$ cat config.mk
export PLATFORM = sky130hd
export DESIGN_NAME = conveyor_sort_controller
export DESIGN_NICKNAME = d
export VERILOG_FILES = /design/src/rtl/core/csc_pkg.sv /design/src/rtl/core/conveyor_sort_controller.sv
export VERILOG_INCLUDE_DIRS = /design/src /design/src/rtl/core
export SDC_FILE = /design/constraint.sdc
export NUM_CORES = 1
export LEC_CHECK = 0
export BUFFER_PORTS_ARGS = -buffer_cell sky130_fd_sc_hd__buf_4
export CAP_MARGIN = 20
export CORE_AREA = 2 2 157 159
export DETAILED_ROUTE_END_ITERATION = 16
export DIE_AREA = 0 0 159 161
export GPL_TIMING_DRIVEN = 0
export PLACE_DENSITY = 0.57
export SYNTH_ARGS = -nofsm -noshare
export SYNTH_HDL_FRONTEND = slang
export SYNTH_SLANG_ARGS = --single-unit
$ cat constraint.sdc
create_clock -name clk_i -period 3.7 [get_ports clk_i]
set_input_delay 0.185 -clock clk_i [delete_from_list [all_inputs] [get_ports clk_i]]
set_output_delay 0.185 -clock clk_i [all_outputs]
set_load 0.01 [all_outputs]
$ cat src/rtl/core/assert_macros.svh
// assertion macros used by the rtl of the conveyor sort controller
// expects a clock clk_i and an active low reset rst_ni in the including module
`ifndef ASSERT_MACROS_SVH
`define ASSERT_MACROS_SVH

// checked only while out of reset
`define CSC_ASSERT(lbl, prop, msg) \
  lbl: assert property (@(posedge clk_i) disable iff (!rst_ni) (prop)) else $error(msg);

// checked at every edge, reset included
`define CSC_ASSERT_ALWAYS(lbl, prop, msg) \
  lbl: assert property (@(posedge clk_i) (prop)) else $error(msg);

`endif

$ cat src/rtl/core/csc_pkg.sv
// shared types and constants of the conveyor sort controller
// no dependencies
package csc_pkg;

  // camera result queue
  localparam int unsigned FifoDepth = 8;
  localparam int unsigned FifoPtrW  = $clog2(FifoDepth);
  localparam int unsigned FifoCntW  = $clog2(FifoDepth + 1);

  localparam int unsigned QueueLevelW = 4;
  localparam int unsigned ClassW      = 2;
  localparam int unsigned HostStateW  = 3;
  localparam int unsigned TimeW       = 32;
  localparam int unsigned JobMsW      = 16;

  // configuration port
  localparam int unsigned CfgAddrW = 3;
  localparam int unsigned CfgDataW = 32;
  localparam logic        RegIdxRobotJobMs = 1'b0;
  localparam logic [JobMsW-1:0] RobotJobMsReset = 16'd3000;

  // request kinds on tuser
  typedef enum logic [1:0] {
    OpExec = 2'd0,
    OpPush = 2'd1,
    OpHost = 2'd2
  } opcode_e;

  localparam logic [ClassW-1:0] ClassNone  = 2'd0;
  localparam logic [ClassW-1:0] ClassLarge = 2'd1;

  // result word, main_mode in the lowest bits
  typedef struct packed {
    logic [QueueLevelW-1:0] queue_level;
    logic [ClassW-1:0]      popped_class;
    logic                   conveyors_stopped;
    logic                   robot_start_pulse;
    logic                   robot_busy;
    logic [1:0]             sort_mode;
    logic [2:0]             main_mode;
  } result_t;

endpackage

$ cat src/rtl/core/conveyor_sort_controller.sv
// conveyor sort controller: main and sort state machines, camera result queue,
// output register with skid stage; depends on csc_pkg and assert_macros.svh
//
// The controller takes one request per clock cycle while the skid stage is
// empty and returns exactly one result per request. Every request (execution
// step, camera push or host state write) is resolved in a single pass of the
// step logic between the state registers and the result register, so the
// step logic sets the rate of one request per cycle. Results leave through
// an output register backed by a one-entry skid stage: s_axis_tready stays
// high while the output waits, and only drops once both hold a result. The
// camera queue holds eight results in flip-flops and is cleared on the first
// execution step in boot. The user must write robot_job_ms through the APB port
// only while no request is in flight; the block itself does not enforce this.
`include "assert_macros.svh"

module conveyor_sort_controller (
  input  logic                          clk_i,
  input  logic                          rst_ni,
  // request stream
  input  logic                          s_axis_tvalid,
  output logic                          s_axis_tready,
  // now_ms[31:0], robot_area_busy[32], agv_arrived[33], agv_departed[34],
  // camera_class[36:35], host_state[39:37]
  input  logic [39:0]                   s_axis_tdata,
  // opcode[1:0]
  input  logic [1:0]                    s_axis_tuser,
  // result stream
  output logic                          m_axis_tvalid,
  input  logic                          m_axis_tready,
  // main_mode[2:0], sort_mode[4:3], robot_busy[5], robot_start_pulse[6],
  // conveyors_stopped[7], popped_class[9:8], queue_level[13:10]
  output logic [15:0]                   m_axis_tdata,
  // configuration
  input  logic                          psel,
  input  logic                          penable,
  input  logic                          pwrite,
  input  logic [csc_pkg::CfgAddrW-1:0]  paddr,
  input  logic [csc_pkg::CfgDataW-1:0]  pwdata,
  output logic [csc_pkg::CfgDataW-1:0]  prdata,
  output logic                          pready
);

  localparam int unsigned Depth = csc_pkg::FifoDepth;
  localparam int unsigned PtrW  = csc_pkg::FifoPtrW;
  localparam int unsigned CntW  = csc_pkg::FifoCntW;

  typedef enum logic [2:0] {
    MainBoot        = 3'd0,
    MainIdle        = 3'd1,
    MainRunning     = 3'd2,
    MainStop        = 3'd3,
    MainEmergency   = 3'd4,
    MainRobotFinish = 3'd5
  } main_e;

  typedef enum logic [1:0] {
    SortIdle    = 2'd0,
    SortRunning = 2'd1,
    SortRobot   = 2'd2
  } sort_e;

  // request fields
  logic [csc_pkg::TimeW-1:0]      now_ms;
  logic                           robot_area_busy;
  logic                           agv_arrived;
  logic                           agv_departed;
  logic [csc_pkg::ClassW-1:0]     camera_class;
  logic [csc_pkg::HostStateW-1:0] host_state;
  csc_pkg::opcode_e               opcode;

  assign now_ms          = s_axis_tdata[31:0];
  assign robot_area_busy = s_axis_tdata[32];
  assign agv_arrived     = s_axis_tdata[33];
  assign agv_departed    = s_axis_tdata[34];
  assign camera_class    = s_axis_tdata[36:35];
  assign host_state      = s_axis_tdata[39:37];
  assign opcode          = csc_pkg::opcode_e'(s_axis_tuser);

  // state
  logic [csc_pkg::JobMsW-1:0]  robot_job_ms_q;
  main_e                       main_q, main_d;
  sort_e                       sort_q, sort_d;
  logic                        init_done_q, init_done_d;
  logic                        robot_active_q, robot_active_d;
  logic [csc_pkg::TimeW-1:0]   job_start_q, job_start_d;
  logic [PtrW-1:0]             fifo_head_q, fifo_head_d;
  logic [PtrW-1:0]             fifo_tail_q, fifo_tail_d;
  logic [CntW-1:0]             fifo_count_q, fifo_count_d;
  logic [csc_pkg::ClassW-1:0]  fifo_store_q [Depth];

  // output buffering
  logic              out_valid_q, out_valid_d;
  logic              skid_valid_q, skid_valid_d;
  csc_pkg::result_t  out_data_q, out_data_d;
  csc_pkg::result_t  skid_data_q, skid_data_d;
  csc_pkg::result_t  result;

  logic                       in_fire;
  logic                       push_en;
  logic                       pulse;
  logic                       stopped;
  logic [csc_pkg::ClassW-1:0] popped;
  logic [csc_pkg::ClassW-1:0] head_class;
  logic [csc_pkg::TimeW-1:0]  elapsed;
  logic                       job_done;
  logic [PtrW-1:0]            head_inc;
  logic [PtrW-1:0]            tail_inc;
  logic                       cfg_write;

  assign s_axis_tready = !skid_valid_q;
  assign in_fire       = s_axis_tvalid && s_axis_tready;

  // wrapping job timer
  assign elapsed  = now_ms - job_start_q;
  assign job_done = elapsed >= {{(csc_pkg::TimeW - csc_pkg::JobMsW){1'b0}}, robot_job_ms_q};

  assign head_inc   = (fifo_head_q == PtrW'(Depth - 1)) ? '0 : fifo_head_q + 1'b1;
  assign tail_inc   = (fifo_tail_q == PtrW'(Depth - 1)) ? '0 : fifo_tail_q + 1'b1;
  assign head_class = fifo_store_q[fifo_head_q];

  always_comb begin
    main_d         = main_q;
    sort_d         = sort_q;
    init_done_d    = init_done_q;
    robot_active_d = robot_active_q;
    job_start_d    = job_start_q;
    fifo_head_d    = fifo_head_q;
    fifo_tail_d    = fifo_tail_q;
    fifo_count_d   = fifo_count_q;
    push_en        = 1'b0;
    pulse          = 1'b0;
    stopped        = 1'b0;
    popped         = csc_pkg::ClassNone;

    case (opcode)
      csc_pkg::OpPush: begin
        if (fifo_count_q < CntW'(Depth)) begin
          push_en      = 1'b1;
          fifo_tail_d  = tail_inc;
          fifo_count_d = fifo_count_q + 1'b1;
        end
      end
      csc_pkg::OpHost: begin
        // host states past robot finish are ignored
        if (host_state <= MainRobotFinish) begin
          main_d = main_e'(host_state);
        end
      end
      csc_pkg::OpExec: begin
        case (main_q)
          MainBoot: begin
            if (!init_done_q) begin
              fifo_head_d    = '0;
              fifo_tail_d    = '0;
              fifo_count_d   = '0;
              pulse          = 1'b1;
              robot_active_d = 1'b0;
              init_done_d    = 1'b1;
            end
          end
          MainStop, MainEmergency: begin
            stopped = 1'b1;
            main_d  = robot_active_q ? MainRobotFinish : MainIdle;
          end
          MainRobotFinish: begin
            if (job_done) begin
              robot_active_d = 1'b0;
              main_d         = MainIdle;
            end
          end
          MainRunning: begin
            case (sort_q)
              SortIdle: begin
                if (agv_arrived) begin
                  sort_d = SortRunning;
                end
              end
              SortRunning: begin
                if (!robot_area_busy && fifo_count_q != '0) begin
                  popped       = head_class;
                  fifo_head_d  = head_inc;
                  fifo_count_d = fifo_count_q - 1'b1;
                  if (head_class == csc_pkg::ClassLarge) begin
                    pulse          = 1'b1;
                    robot_active_d = 1'b1;
                    job_start_d    = now_ms;
                    sort_d         = SortRobot;
                  end
                end
                // departure wins over a job start in the same step
                if (agv_departed) begin
                  sort_d = SortIdle;
                end
              end
              SortRobot: begin
                if (job_done) begin
                  robot_active_d = 1'b0;
                  sort_d         = SortRunning;
                end
              end
              default: ;
            endcase
          end
          default: ;
        endcase
      end
      default: ;
    endcase
  end

  always_comb begin
    result.main_mode         = main_d;
    result.sort_mode         = sort_d;
    result.robot_busy        = robot_active_d;
    result.robot_start_pulse = pulse;
    result.conveyors_stopped = stopped;
    result.popped_class      = popped;
    result.queue_level       = csc_pkg::QueueLevelW'(fifo_count_d);
  end

  // output register with skid stage
  always_comb begin
    out_valid_d  = out_valid_q;
    out_data_d   = out_data_q;
    skid_valid_d = skid_valid_q;
    skid_data_d  = skid_data_q;
    if (!out_valid_q || m_axis_tready) begin
      if (skid_valid_q) begin
        out_valid_d  = 1'b1;
        out_data_d   = skid_data_q;
        skid_valid_d = 1'b0;
      end else begin
        out_valid_d = in_fire;
        out_data_d  = result;
      end
    end else if (in_fire) begin
      skid_valid_d = 1'b1;
      skid_data_d  = result;
    end
  end

  assign m_axis_tvalid = out_valid_q;
  assign m_axis_tdata  = {{(16 - $bits(csc_pkg::result_t)){1'b0}}, out_data_q};

  // configuration port
  assign pready    = 1'b1;
  assign cfg_write = psel && penable && pwrite && pready && (paddr[2] == csc_pkg::RegIdxRobotJobMs);

  always_comb begin
    prdata = '0;
    if (paddr[2] == csc_pkg::RegIdxRobotJobMs) begin
      prdata = {{(csc_pkg::CfgDataW - csc_pkg::JobMsW){1'b0}}, robot_job_ms_q};
    end
  end

  always_ff @(posedge clk_i or negedge rst_ni) begin
    if (!rst_ni) begin
      robot_job_ms_q <= csc_pkg::RobotJobMsReset;
      main_q         <= MainBoot;
      sort_q         <= SortIdle;
      init_done_q    <= 1'b0;
      robot_active_q <= 1'b0;
      job_start_q    <= '0;
      fifo_head_q    <= '0;
      fifo_tail_q    <= '0;
      fifo_count_q   <= '0;
      out_valid_q    <= 1'b0;
      skid_valid_q   <= 1'b0;
    end else begin
      if (cfg_write) begin
        robot_job_ms_q <= pwdata[csc_pkg::JobMsW-1:0];
      end
      if (in_fire) begin
        main_q         <= main_d;
        sort_q         <= sort_d;
        init_done_q    <= init_done_d;
        robot_active_q <= robot_active_d;
        job_start_q    <= job_start_d;
        fifo_head_q    <= fifo_head_d;
        fifo_tail_q    <= fifo_tail_d;
        fifo_count_q   <= fifo_count_d;
      end
      out_valid_q  <= out_valid_d;
      skid_valid_q <= skid_valid_d;
    end
  end

  // payload, no reset
  always_ff @(posedge clk_i) begin
    out_data_q  <= out_data_d;
    skid_data_q <= skid_data_d;
    if (in_fire && push_en) begin
      fifo_store_q[fifo_tail_q] <= camera_class;
    end
  end

  `CSC_ASSERT(a_count_bound, fifo_count_q <= CntW'(Depth), "queue count past depth")
  `CSC_ASSERT(a_ptr_match, (fifo_count_q == '0 || fifo_count_q == CntW'(Depth)) == (fifo_head_q == fifo_tail_q), "queue pointers disagree with count")
  `CSC_ASSERT_ALWAYS(a_skid_behind_out, skid_valid_q |-> out_valid_q, "skid holds a result ahead of the output register")
  `CSC_ASSERT(a_ready_drop, $fell(s_axis_tready) |-> $past(m_axis_tvalid && !m_axis_tready), "input stalled while output was free")
  `CSC_ASSERT(a_init_sticky, init_done_q |=> init_done_q, "init done cleared after boot")

endmodule

Word-level counts from Yosys, hierarchy flattened
Memories as Yosys holds them, arrays and structs flattened.
Index checks and enable logic that the tools add are counted.
W data, S select, Z words.
{"block": "word_totals", "input_bits": 84, "ram_bits": 16, "out_inout_bits": 51, "elab_cells": 132, "ff_bits": 95, "n_memories": 1}
{"block": "op_classes", "n_bitwise": 2, "eq_ne": 17, "magnitude_cmp": 3, "n_addsub": 5, "mux": 56, "reduce_logical": 23}
{"memory": "fifo_store_q", "depth": 8, "word_bits": 2, "rd": 1, "rd_ports_with_merged_regs": 0, "write_ports": 1, "line": "conveyor_sort_controller.sv:89", "rtl": "logic [csc_pkg::ClassW-1:0] fifo_store_q [Depth];"}
{"op": "$ge A32 B16 Y1", "count": 1}
{"op": "$sub A32 B32 Y32", "count": 1}
{"op": "$mux W3", "count": 10}
{"op": "$pmux W3 S2", "count": 4}
{"op": "$mux W2", "count": 11}
{"op": "$mux W1", "count": 19}
{"op": "$mux W16", "count": 1}
{"op": "$mux W4", "count": 4}
{"op": "$pmux W4 S2", "count": 2}
{"op": "$mux W14", "count": 1}
{"op": "$eq A3 B3 Y1 const B", "count": 4}
{"op": "$reduce_and A6 Y1", "count": 2}
{"op": "$ne A2 B2 Y1 const B", "count": 4}
{"op": "$add A3 B1 Y3 const B", "count": 2}
{"op": "$eq A2 B1 Y1 const B", "count": 3}
{"op": "$eq A3 B2 Y1 const B", "count": 2}
{"op": "$logic_and A1 B1 Y1", "count": 6}
{"op": "$pmux W2 S3", "count": 1}
{"op": "$reduce_bool A2 Y1", "count": 3}
{"op": "$reduce_and A5 Y1", "count": 1}
{"op": "$add A4 B1 Y4 const B", "count": 1}
{"op": "$eq A2 B2 Y1 const B", "count": 2}
{"op": "$logic_not A2 Y1", "count": 2}
{"op": "$lt A4 B4 Y1 const B", "count": 1}
{"op": "other kinds (13)", "count": 18}

Longest topological paths before layout
Gate-level depths: netlist of run 1.
An unclocked memory read counts as a cell.
{"block": "logic_depth", "ltp_word": 9, "depth_mapped": 19}

Worst setup path after synthesis of run 1
Ideal clock, no wire load.
{"block": "synth_timing", "path_type": "reg-to-reg", "start": "register job_start_q[0] in the netlist's numbering", "end": "register skid_data_q[3] in the netlist's numbering, data pin", "slack_ps": -188, "stages_incl_launch_ff": 19, "setup_time_ps": 267, "arrival_ps": 3620, "t_required_ps": 3433, "path_buffers": 0, "cell_sequence": "dfrtp_1 -> ha_1 -> fa_1 -> and2b_4 -> o2111ai_4 -> a211oi_2 -> nor2_1 -> o21ai_0 -> xor2_1 -> ha_1 -> nand4_1 -> nor2_1 -> nand3_1 -> o221a_2 -> o2111ai_1 -> a221oi_1 -> o2111a_2 -> and4_2 -> o31ai_1"}
{"block": "synth_between", "elab_chain_cells": 6}
{"item": "start, declared", "line": "conveyor_sort_controller.sv:85", "rtl": "logic [csc_pkg::TimeW-1:0] job_start_q, job_start_d;"}
{"item": "start signal, assigned", "line": "conveyor_sort_controller.sv:278", "rtl": "job_start_q <= job_start_d;"}
{"item": "$sub A32 B32 Y32", "line": "conveyor_sort_controller.sv:114", "rtl": "assign elapsed = now_ms - job_start_q;"}
{"item": "$ge A32 B16 Y1", "line": "conveyor_sort_controller.sv:115", "rtl": "assign job_done = elapsed >= {{(csc_pkg::TimeW - csc_pkg::JobMsW){1'b0}}, robot_job_ms_q};"}
{"item": "$mux W2", "line": "conveyor_sort_controller.sv:196", "rtl": "if (job_done) begin"}
{"item": "$pmux W2 S3", "line": "conveyor_sort_controller.sv:172", "rtl": "case (sort_q)"}
{"item": "$mux W2", "line": "conveyor_sort_controller.sv:150", "rtl": "case (main_q)"}
{"item": "$mux W2", "line": "conveyor_sort_controller.sv:135", "rtl": "case (opcode)"}
{"item": "named net sort_d[0]", "line": "conveyor_sort_controller.sv:82", "rtl": "sort_e sort_q, sort_d;"}
{"item": "end signal, assigned", "line": "conveyor_sort_controller.sv:291", "rtl": "skid_data_q <= skid_data_d;"}
{"item": "end, declared", "line": "conveyor_sort_controller.sv:95", "rtl": "csc_pkg::result_t skid_data_q, skid_data_d;"}
The timed path passes the listed nets, and every way through them passes these cells.
A chain may end at the register's enable or synchronous reset.

Final worst setup path of run 1
{"block": "layout_timing", "start": "register job_start_q[0] in the netlist's numbering", "end": "register out_data_q, in the netlist m_axis_tdata[3], data pin"}
{"block": "layout_between", "elab_chain_cells": 7}
{"item": "$sub A32 B32 Y32", "line": "conveyor_sort_controller.sv:114"}
{"item": "$ge A32 B16 Y1", "line": "conveyor_sort_controller.sv:115"}
{"item": "$mux W2", "line": "conveyor_sort_controller.sv:196"}
{"item": "$pmux W2 S3", "line": "conveyor_sort_controller.sv:172"}
{"item": "$mux W2", "line": "conveyor_sort_controller.sv:150"}
{"item": "$mux W2", "line": "conveyor_sort_controller.sv:135"}
{"item": "$mux W14", "line": "conveyor_sort_controller.sv:228", "rtl": "if (skid_valid_q) begin"}
{"item": "end signal, assigned", "line": "conveyor_sort_controller.sv:290", "rtl": "out_data_q <= out_data_d;"}
{"item": "end, declared", "line": "conveyor_sort_controller.sv:94", "rtl": "csc_pkg::result_t out_data_q, out_data_d;"}
No other way between the ends.

==> results of run 1 <==
## registers in the layout, indices dropped and copies added, names as in the netlist
name            cells
m_axis_tdata       14
m_axis_tvalid       1
skid_valid_q        1
sort_q              2
init_done_q         1
main_q              3
job_start_q        32
fifo_count_q        4
robot_active_q      1
skid_data_q        14
robot_job_ms_q     16
fifo_store_q       16
fifo_head_q         3
fifo_tail_q         3
## Yosys cell counts, types with 3 or more instances
cell type / number / share of area [%]
o211ai_1: 6 / 0.58
buf_6: 6 / 0.87
a221oi_1: 4 / 0.45
xor2_1: 5 / 0.56
dfrtp_1: 60 / 19
and3_1: 4 / 0.32
mux4_2: 4 / 1.2
and3_2: 3 / 0.29
nand2_1: 106 / 5.1
nor4_1: 3 / 0.24
mux2i_1: 3 / 0.38
xnor2_1: 13 / 1.5
buf_4: 24 / 2.3
ha_1: 57 / 9.1
o21a_1: 13 / 1.3
o2111ai_1: 3 / 0.34
o21bai_1: 3 / 0.29
nor2b_1: 11 / 0.88
o21ai_0: 77 / 4.9
clkbuf_1: 23 / 1.1
mux2_2: 26 / 3.8
nor3_1: 17 / 1.1
a21oi_1: 52 / 3.3
nand3_1: 12 / 0.77
a31oi_1: 9 / 0.72
inv_1: 73 / 3.5
dfstp_2: 7 / 2.4
o22ai_1: 3 / 0.24
buf_2: 3 / 0.19
nand4_1: 16 / 1.3
a21o_1: 12 / 1.2
or3_1: 5 / 0.40
a21oi_2: 4 / 0.45
edfxtp_1: 44 / 17
nor2_1: 81 / 3.9
nand2b_1: 5 / 0.40
o31ai_1: 7 / 0.67
## critical path, cell delays in order (launching register included)
cell and delay [ns]:
dfrtp_1 0.41, ha_4 0.17, fa_2 0.33, and2b_4 0.28, o2111ai_4 0.17, a211oi_4 0.28
nor2_2 0.07, o21ai_2 0.16, xor2_2 0.19, ha_1 0.27, nand4_1 0.14, nor3b_2 0.08
a211oi_4 0.27, o2111ai_2 0.19, a221oi_2 0.24, o2111a_2 0.31, and4_4 0.25, o41ai_2 0.07
## final cells by class
| class | instances | area, um2 | area share, % |
|---|---|---|---|
| plain buffers | 57 | 354 | 3.70 |
| clock buffers | 9 | 225 | 2.36 |
| clock inverters | 7 | 63.8 | 0.668 |
| inverters | 74 | 278 | 2.91 |
| multi-input cells | 641 | 4390 | 46.0 |
| flip-flops and latches | 111 | 3010 | 31.5 |
| well taps | 324 | 405 | 4.24 |
| repair buffers | 110 | 832 | 8.71 |
## kinds of logic (layout without fill, tap and decap cells)
family / Yosys count / count (layout) / synth area share, %
AND/OR/NAND/NOR: 284 / 284 / 16.9
AO/OA/AOI/OAI: 229 / 229 / 19.6
buffers and inverters: 131 / 257 / 8.10
flip-flops: 111 / 111 / 38.5
adder cells (fa/ha/maj): 58 / 58 / 9.40
multiplexers: 33 / 33 / 5.29
XOR/XNOR: 18 / 18 / 2.02
other: 2 / 19 / 0.0963
## power groups by stage
stage | clock, mW | sequential [mW] | combinational [mW]
2_1_floorplan | 0 | 1.60 | 0.870
3_3_place_gp | 0 | 1.61 | 1.24
3_5_place_dp | 0 | 1.62 | 1.26
4_1_cts | 1.00 | 1.59 | 1.29
5_1_grt | 1.05 | 1.62 | 1.48
6_report | 0.975 | 1.59 | 1.32
## path summary, 6_finish.rpt
| path | from | end | slack [ns] | cells after the start |
|---|---|---|---|---|
| worst max-delay path | job_start_q[0]$_DFFE_PN0P_ | m_axis_tdata[3]$_DFFE_PN_ | -0.46 | 17 |
| worst min-delay path | s_axis_tdata[15] | job_start_q[15]$_DFFE_PN0P_ | 0.03 | 3 |
| worst max register to register | job_start_q[0]$_DFFE_PN0P_ | m_axis_tdata[3]$_DFFE_PN_ | -0.46 | 17 |
| worst min register to register | robot_job_ms_q[2]$_DFFE_PN0P_ | robot_job_ms_q[2]$_DFFE_PN0P_ | 0.51 | 1 |
| max in group asynchronous | rst_ni | fifo_head_q[1]$_DFFE_PN0P_ | 2.63 | 2 |
| min in group asynchronous | rst_ni | robot_job_ms_q[13]$_DFFE_PN0P_ | 0.49 | 2 |
## per-stage QoR
step	hold slack, ns	std cells
finish	0.0303	1333
global route	0.0349	1333
CTS	0.0185	1323
detailed placement	0.378	1302
global placement	0.363	1301
floorplan	-0.111	883
## per-layer routing
layer	vias to the layer above	wire [um]	global-route usage [%]
li1	3305	-	-
met1	3103	9060	20.0
met2	133	9140	25.2
met3	18	807	2.72
met4	0	306	4.34
met5	-	0	0
## repair_timing
action                                 4_1_cts  5_1_grt
pin swaps                                   11       19
gates cloned                                 0        0
setup buffers                                4       10
setup endpoints to repair                   12       12
gates resized for setup                      9       20
hold buffers                                 1        0
endpoints found under the hold margin       50        0
==> flow_summary.yaml, run 1 <==
status:
  status: "complete, but fails checks"
  violations: "setup timing"
global_route:
  grt_pass1_vias: 6268
  grt_start_max_net_pins: 68
  antenna_found_initial: 0
  track_usage_pct: 15.1
  grt.overflow.total: 0
  grt_pass1_wl_mm: 31.6
job:
  drv_cap: 0
place:
  gp_congestion: 0.864
  dpl_cell_area_um2: 9010
  post-place-ws_ns: -0.902
  io_buffer_count: 94
  dp_hpwl_mm: 14.9
power:
  sequentialPowerShare_pct: 40.9
  p_sw_mw: 1.34
  pwr-share-clk_pct: 25.1
  total_power_mw: 3.89
  comb_power_share_pct: 34.0
  swShare_pct: 34.6
  ir_worst_vdd_mv: 0.215
  power-per-cell-area_nw_per_um2: 407
  intPower_mw: 2.55
  p_leak_nw: 4.27
drt:
  post_drt_wl_per_cell_um: 14.5
  dr.pass1.iters: 4
  drc: 0
  post_drt_via_cell_ratio: 4.92
  dr_total_vias: 6559
  antenna_left: 0
  drt_wl_total_mm: 19.3
  drtIter0Drc: 273
cts:
  cts.sinks: 111
  clk_latency_ns: 0.37
  path_clk_slew_ns: 0.08
  cts-root-buf: "clkbuf_16"
  numCtsBuffers: 9
  h-tree-depth: 3
  cts_tree: "done"
  clockBufferDepth: 2
critical_path:
  cp_max_fo: 5
  path_class: "reg2reg"
  crit_path_start_kind: "flip-flop"
  cp.arrival_ns: 4.26
  endpoint_kind: "flip-flop"
  required_ns: 3.80
sta:
  maxSlewViolCount: 0
  tns_ns: -4.73
  setup_slack_ns: -0.461
  hold_violations: 0
  final.setup_skew_ns: 0.0119
  max_slew_margin_pct: 40.9
  grt_setup_unrepaired: "true"
  fin_crit_sh_pct: 112
  finalSetupViolations: 12
  min_period_ns: 4.16
  worst_slew_pin_slew_ns: 0.887
  fmax_ghz: 0.240
cells_and_area:
  fillers: 2481
  areaGrowthSynthToFinish_pct: 22.5
  final_cell_area_um2: 9560
  final_util_pct: 39.9
  drive_gt1_share_pct: 25.4
  final_common_cell: "buf_4"
  antenna_cells: 0
  mostFrequentLayoutCells: "buf_4, nand2_1, nor2_1"
  finalNetCount: 1146
synthesis:
  ys_types: 88
  syn_area_per_cell_um2: 9.01
  synth-seq-area-share_pct: 38.5
  yosys_warnings: 0
  synthArstFlopShare_pct: 60.4
  netlist_instances: 866
  netlist_area_um2: 7800
  ys.flop_type: "dfrtp_1"
  synth_edf_count: 44
  ys_ff_latch: 111
floorplan:
  io_pins: 135
  core-area_um2: 24000
  start_util_pct: 32.6
  die_w_um: 159
  rows: 57
  die_h_um: 161
  dieArea_um2: 25600
hold_path:
  hold_path.class: "in2reg"
No activity file was read; power rests on OpenSTA's default activity.
==> run 2: changes to the inputs <==
SKIP_LAST_GASP = 1   (was not set)
clock period = 3.79 ns   (was 3.7 ns; I/O delays follow)
==> flow_summary.yaml, run 2 (synthesis gave the netlist of run 1 again) <==
sta:
  fmax_ghz: 0.243
  hold_violations: 0
  finalSetupViolations: 12
  fin_crit_sh_pct: 108
  min_period_ns: 4.11
  max_slew_margin_pct: 40.9
  maxSlewViolCount: 0
  grt_setup_unrepaired: "true"
  worst_slew_pin_slew_ns: 0.887
  setup_slack_ns: -0.321
  final.setup_skew_ns: 0.00986
critical_path:
  worst-path-stages: 16
  endpoint_kind: "flip-flop"
  cp_slowest_cell: "dfrtp_1"
  path_class: "reg2reg"
  cp.arrival_ns: 4.21
  ff2ff_path_depth: 16
  crit_path_start_kind: "flip-flop"
  required_ns: 3.89
  slowest_delay_ns: 0.39
  crit_family: "compound AO/OA/AOI/OAI gates"
  path_cells: "ha_2 -> fa_2 -> and2b_4 -> o2111ai_4 -> a211oi_4 -> nor2_1 -> xnor2_1 -> ha_1 -> a21o_1 -> a21o_1 -> a211oi_4 -> o2111ai_2 -> a221oi_2 -> o2111a_2 -> and4_4 -> o31ai_1"
  path_buf_inv: 0
  cp_max_fo: 5
cts:
  cts_tree: "done"
  clk_latency_ns: 0.36
  clockBufferDepth: 2
  cts-root-buf: "clkbuf_16"
  h-tree-depth: 3
  path_clk_slew_ns: 0.08
  numCtsBuffers: 9
  cts.sinks: 111
status:
  status: "complete, but fails checks"
  violations: "setup timing"
place:
  io_buffer_count: 94
  dpl.cell_count: 1302
  dp_hpwl_mm: 15.0
  dpl_cell_area_um2: 9000
  gp_congestion: 0.850
power:
  power-per-cell-area_nw_per_um2: 405
  ir_worst_vdd_mv: 0.219
  p_leak_nw: 4.23
drt:
  post_drt_wl_per_cell_um: 14.6
  post_drt_via_cell_ratio: 4.88
  antenna_left: 0
  drtIter0Drc: 248
  dr.pass1.iters: 5
  drc: 0
  drt_wl_total_mm: 19.3
  dr_total_vias: 6450
floorplan:
  die_h_um: 161
  core-area_um2: 24000
  start_util_pct: 32.6
  die_w_um: 159
  dieArea_um2: 25600
  io_pins: 135
  rows: 57
cells_and_area:
  finalNetCount: 1136
  regMostFlops: "job_start_q"
  final_cell_area_um2: 9440
  drive_gt1_share_pct: 23.7
  largest_reg_flops: 32
  top_regs: "job_start_q (32), fifo_store_q (16), robot_job_ms_q (16)"
  instances_no_fill: 1323
  final_common_cell: "buf_4"
  final_util_pct: 39.4
  mostFrequentLayoutCells: "buf_4, nand2_1, nor2_1"
  areaGrowthSynthToFinish_pct: 20.9
  antenna_cells: 0
global_route:
  antenna_found_initial: 0
  grt_start_max_net_pins: 68
  track_usage_pct: 15.4
  grt_pass1_wl_mm: 32.2
  grt.overflow.total: 0
  grt_pass1_vias: 6366
job:
  drv_cap: 0
hold_path:
  hold_path.class: "in2reg"
  whs_path_depth: 3
## run 2: metal layers
layer | routed length (um) | vias up | share of wire [%] | GRT usage [%]
met4 | 272 | 0 | 1.4 | 4.17
met2 | 9070 | 116 | 47 | 25.6
met1 | 9330 | 3026 | 48 | 20.9
li1 | - | 3289 | - | -
met5 | 0 | - | 0 | 0
met3 | 601 | 19 | 3.1 | 2.29
## run 2: area by class of cell
type                    count  area (um2)
well taps                 324         405
clock inverters             5        63.8
multi-input cells         641        4330
flip-flops and latches    111        3010
plain buffers              57         354
clock buffers              11         243
inverters                  74         278
fillers                  2449       14500
repair buffers            100         757
## run 2: repair_timing
action | 4_1_cts | 5_1_grt
gates cloned | 0 | 0
pin swaps | 12 | 11
hold buffers | 1 | 0
buffers inserted | 3 | 1
gates resized for setup | 13 | 9
setup endpoints to repair | 12 | 12
hold endpoints to repair | 23 | 0
## run 2: path summary, 6_finish.rpt
| check | startpoint | slack, ns | to |
|---|---|---|---|
| min reg2reg | robot_job_ms_q[12]$_DFFE_PN0P_ | 0.51 | robot_job_ms_q[12]$_DFFE_PN0P_ |
| min in group asynchronous | rst_ni | 0.48 | robot_job_ms_q[13]$_DFFE_PN0P_ |
| max in group asynchronous | rst_ni | 2.72 | m_axis_tvalid$_DFFE_PN0N_ |
| max reg2reg | job_start_q[0]$_DFFE_PN0P_ | -0.32 | skid_data_q[3]$_DFFE_PP_ |
| min | s_axis_tdata[7] | 0.04 | job_start_q[7]$_DFFE_PN0P_ |
| max | job_start_q[0]$_DFFE_PN0P_ | -0.32 | skid_data_q[3]$_DFFE_PP_ |
## run 2: worst reg2reg max path, cell delays in order, from the launching register on
cell and delay (ns):
dfrtp_1 0.39, ha_2 0.19, fa_2 0.34, and2b_4 0.28, o2111ai_4 0.19, a211oi_4 0.38, nor2_1 0.10, xnor2_1 0.16
ha_1 0.18, a21o_1 0.16, a21o_1 0.21, a211oi_4 0.29, o2111ai_2 0.16, a221oi_2 0.22, o2111a_2 0.31, and4_4 0.24
o31ai_1 0.06
## run 2: report_power, final
group          internal, mW  switching, mW
combinational         0.562          0.698
sequential             1.44          0.113
clock                 0.540          0.470
## run 2: through the flow
step	worst slack (ns)	hold WS [ns]	setup TNS [ns]	power (mW)
global placement	-0.828	0.369	-8.58	2.79
CTS	-0.403	0.0313	-3.97	3.84
global route	-0.554	0.0462	-5.76	4.07
detailed placement	-0.906	0.372	-9.42	2.81
floorplan	0.00164	-0.106	0	2.41
finish	-0.321	0.0360	-3.21	3.83
==> run 3: changes to the inputs <==
PLACE_DENSITY = 0.63   (was 0.57)
==> flow_summary.yaml, run 3 (synthesis gave the netlist of run 1 again) <==
status:
  status: "complete, but fails checks"
  violations: "setup timing"
cells_and_area:
  finalNetCount: 1144
  antenna_cells: 0
  top_regs: "job_start_q (32), fifo_store_q (16), robot_job_ms_q (16)"
  areaGrowthSynthToFinish_pct: 22.5
  final_common_cell: "buf_4"
  drive_gt1_share_pct: 25.5
  mostFrequentLayoutCells: "buf_4, nand2_1, nor2_1"
  largest_reg_flops: 32
  regMostFlops: "job_start_q"
global_route:
  antenna_found_initial: 0
  grt_pass1_vias: 6249
  track_usage_pct: 14.8
  grt_pass1_wl_mm: 31.2
  grt.overflow.total: 0
  grt_start_max_net_pins: 68
drt:
  post_drt_wl_per_cell_um: 14.3
  antenna_left: 0
  dr.pass1.iters: 5
  drtIter0Drc: 331
  drc: 0
  drt_wl_total_mm: 19.0
  post_drt_via_cell_ratio: 4.93
  dr_total_vias: 6568
place:
  post-place-ws_ns: -0.783
  io_buffer_count: 94
  dp_hpwl_mm: 14.6
  gp_congestion: 0.869
critical_path:
  reg2reg_slack_ns: -0.29
  endpoint_kind: "flip-flop"
  required_ns: 4.00
  crit_path_start_kind: "flip-flop"
  cp.arrival_ns: 4.30
  path_class: "reg2reg"
  timing.rr.end: "m_axis_tdata[4]$_DFFE_PN_"
  cp_max_fo: 8
  r2r-start: "job_start_q[10]$_DFFE_PN0P_"
  ff2ff_path_depth: 18
power:
  swShare_pct: 34.5
  sequentialPowerShare_pct: 40.9
  intPower_mw: 2.49
  comb_power_share_pct: 33.6
  p_sw_mw: 1.31
  total_power_mw: 3.80
  p_leak_nw: 4.26
  pwr-share-clk_pct: 25.5
  power-per-cell-area_nw_per_um2: 398
  ir_worst_vdd_mv: 0.217
cts:
  path_clk_slew_ns: 0.08
  clockBufferDepth: 2
  cts.sinks: 111
  cts-root-buf: "clkbuf_16"
  clk_latency_ns: 0.36
  h-tree-depth: 3
  cts_tree: "done"
  numCtsBuffers: 9
sta:
  fin_crit_sh_pct: 108
  max_slew_margin_pct: 40.0
  fmax_ghz: 0.245
  grt_setup_unrepaired: "true"
  hold_violations: 0
  worst_slew_pin_slew_ns: 0.900
  maxSlewViolCount: 0
  setup_slack_ns: -0.295
  final.setup_skew_ns: 0.0136
  min_period_ns: 4.08
  finalSetupViolations: 12
hold_path:
  worstHoldStart: "s_axis_tdata[25]"
  hold_path.class: "in2reg"
  whs_path_depth: 3
  holdPathEnd: "job_start_q[25]$_DFFE_PN0P_"
floorplan:
  io_pins: 135
  die_w_um: 159
  rows: 57
  start_util_pct: 32.6
  die_h_um: 161
  core-area_um2: 24000
  dieArea_um2: 25600
job:
  drv_cap: 0
==> run 3: cell count changes in the layout (fill, tap and decap cells not counted), sizes merged <==
cell      before  now
buf          132  140
clkbuf        35   33
inv           76   75
clkinv         2    5
clkinvlp       0    1
bufinv         1    0
==> run 3: per-stage QoR <==
stage                     hold WS, ns  utilization (%)  setup TNS, ns  area (um2)  instances
after floorplan                -0.106                -              0        7880        883
after global placement          0.374             37.5          -7.70        8990       1301
after detailed placement        0.374             37.6          -7.98        9000       1302
after CTS                      0.0340             39.4          -2.97        9440       1326
after global routing           0.0438             39.9          -5.06        9550       1331
final                          0.0433             39.9          -2.59        9550       1331
==> run 3: area by class of cell <==
class,count,area (um2)
repair buffers,108,817
fillers,2424,14400
well taps,324,405
clock inverters,7,90.1
inverters,74,278
multi-input cells,641,4380
flip-flops and latches,111,3010
clock buffers,9,225
plain buffers,57,354
==> run 3: worst max path at each step <==
stage | start | end | slack (ns) | cells after the start
after floorplan | job_start_q[0]$_DFFE_PN0P_ | skid_data_q[3]$_DFFE_PP_ | 0.002 | 18
after global placement | job_start_q[0]$_DFFE_PN0P_ | skid_data_q[3]$_DFFE_PP_ | -0.76 | 17
after detailed placement | job_start_q[0]$_DFFE_PN0P_ | skid_data_q[3]$_DFFE_PP_ | -0.78 | 17
after CTS | job_start_q[0]$_DFFE_PN0P_ | m_axis_tdata[3]$_DFFE_PN_ | -0.32 | 16
after global routing | job_start_q[1]$_DFFE_PN0P_ | m_axis_tdata[4]$_DFFE_PN_ | -0.50 | 19
final | job_start_q[10]$_DFFE_PN0P_ | m_axis_tdata[4]$_DFFE_PN_ | -0.29 | 18
==> run 3: per-layer routing <==
metal	part of all wire, %	vias up	global-route usage (%)
met4	1.7	0	4.55
met1	47	3083	20.2
met5	0	-	0
li1	-	3307	-
met2	47	155	24.2
met3	4.6	23	2.72
==> run 3: critical path, stage by stage, from the launching register on <==
cell and delay (ns):
dfrtp_1 0.37, inv_1 0.06, ha_1 0.23, buf_6 0.14, a21o_1 0.19, or3_4 0.40, nor2_4 0.14, buf_4 0.13
o21ai_0 0.10, xor2_1 0.24, ha_1 0.29, nand4_1 0.17, nor3b_2 0.08, a211oi_4 0.26, o2111ai_2 0.18, a221oi_2 0.22
o2111a_2 0.30, nand4_1 0.23, a21oi_2 0.20
==> run 3: power groups by stage <==
| stage | registers [mW] | clock network (mW) | logic, mW |
|---|---|---|---|
| 2_1_floorplan | 1.57 | 0 | 0.848 |
| 3_3_place_gp | 1.57 | 0 | 1.20 |
| 3_5_place_dp | 1.58 | 0 | 1.22 |
| 4_1_cts | 1.55 | 1.00 | 1.25 |
| 5_1_grt | 1.58 | 1.05 | 1.44 |
| 6_report | 1.56 | 0.969 | 1.28 |
==> run 3: timing repair <==
action / in CTS / in global routing
hold buffers: 1 / 0
gates resized for setup: 18 / 19
pin swaps: 17 / 16
buffers inserted: 7 / 5
endpoints found under the hold margin: 21 / 0
setup endpoints to repair: 12 / 12
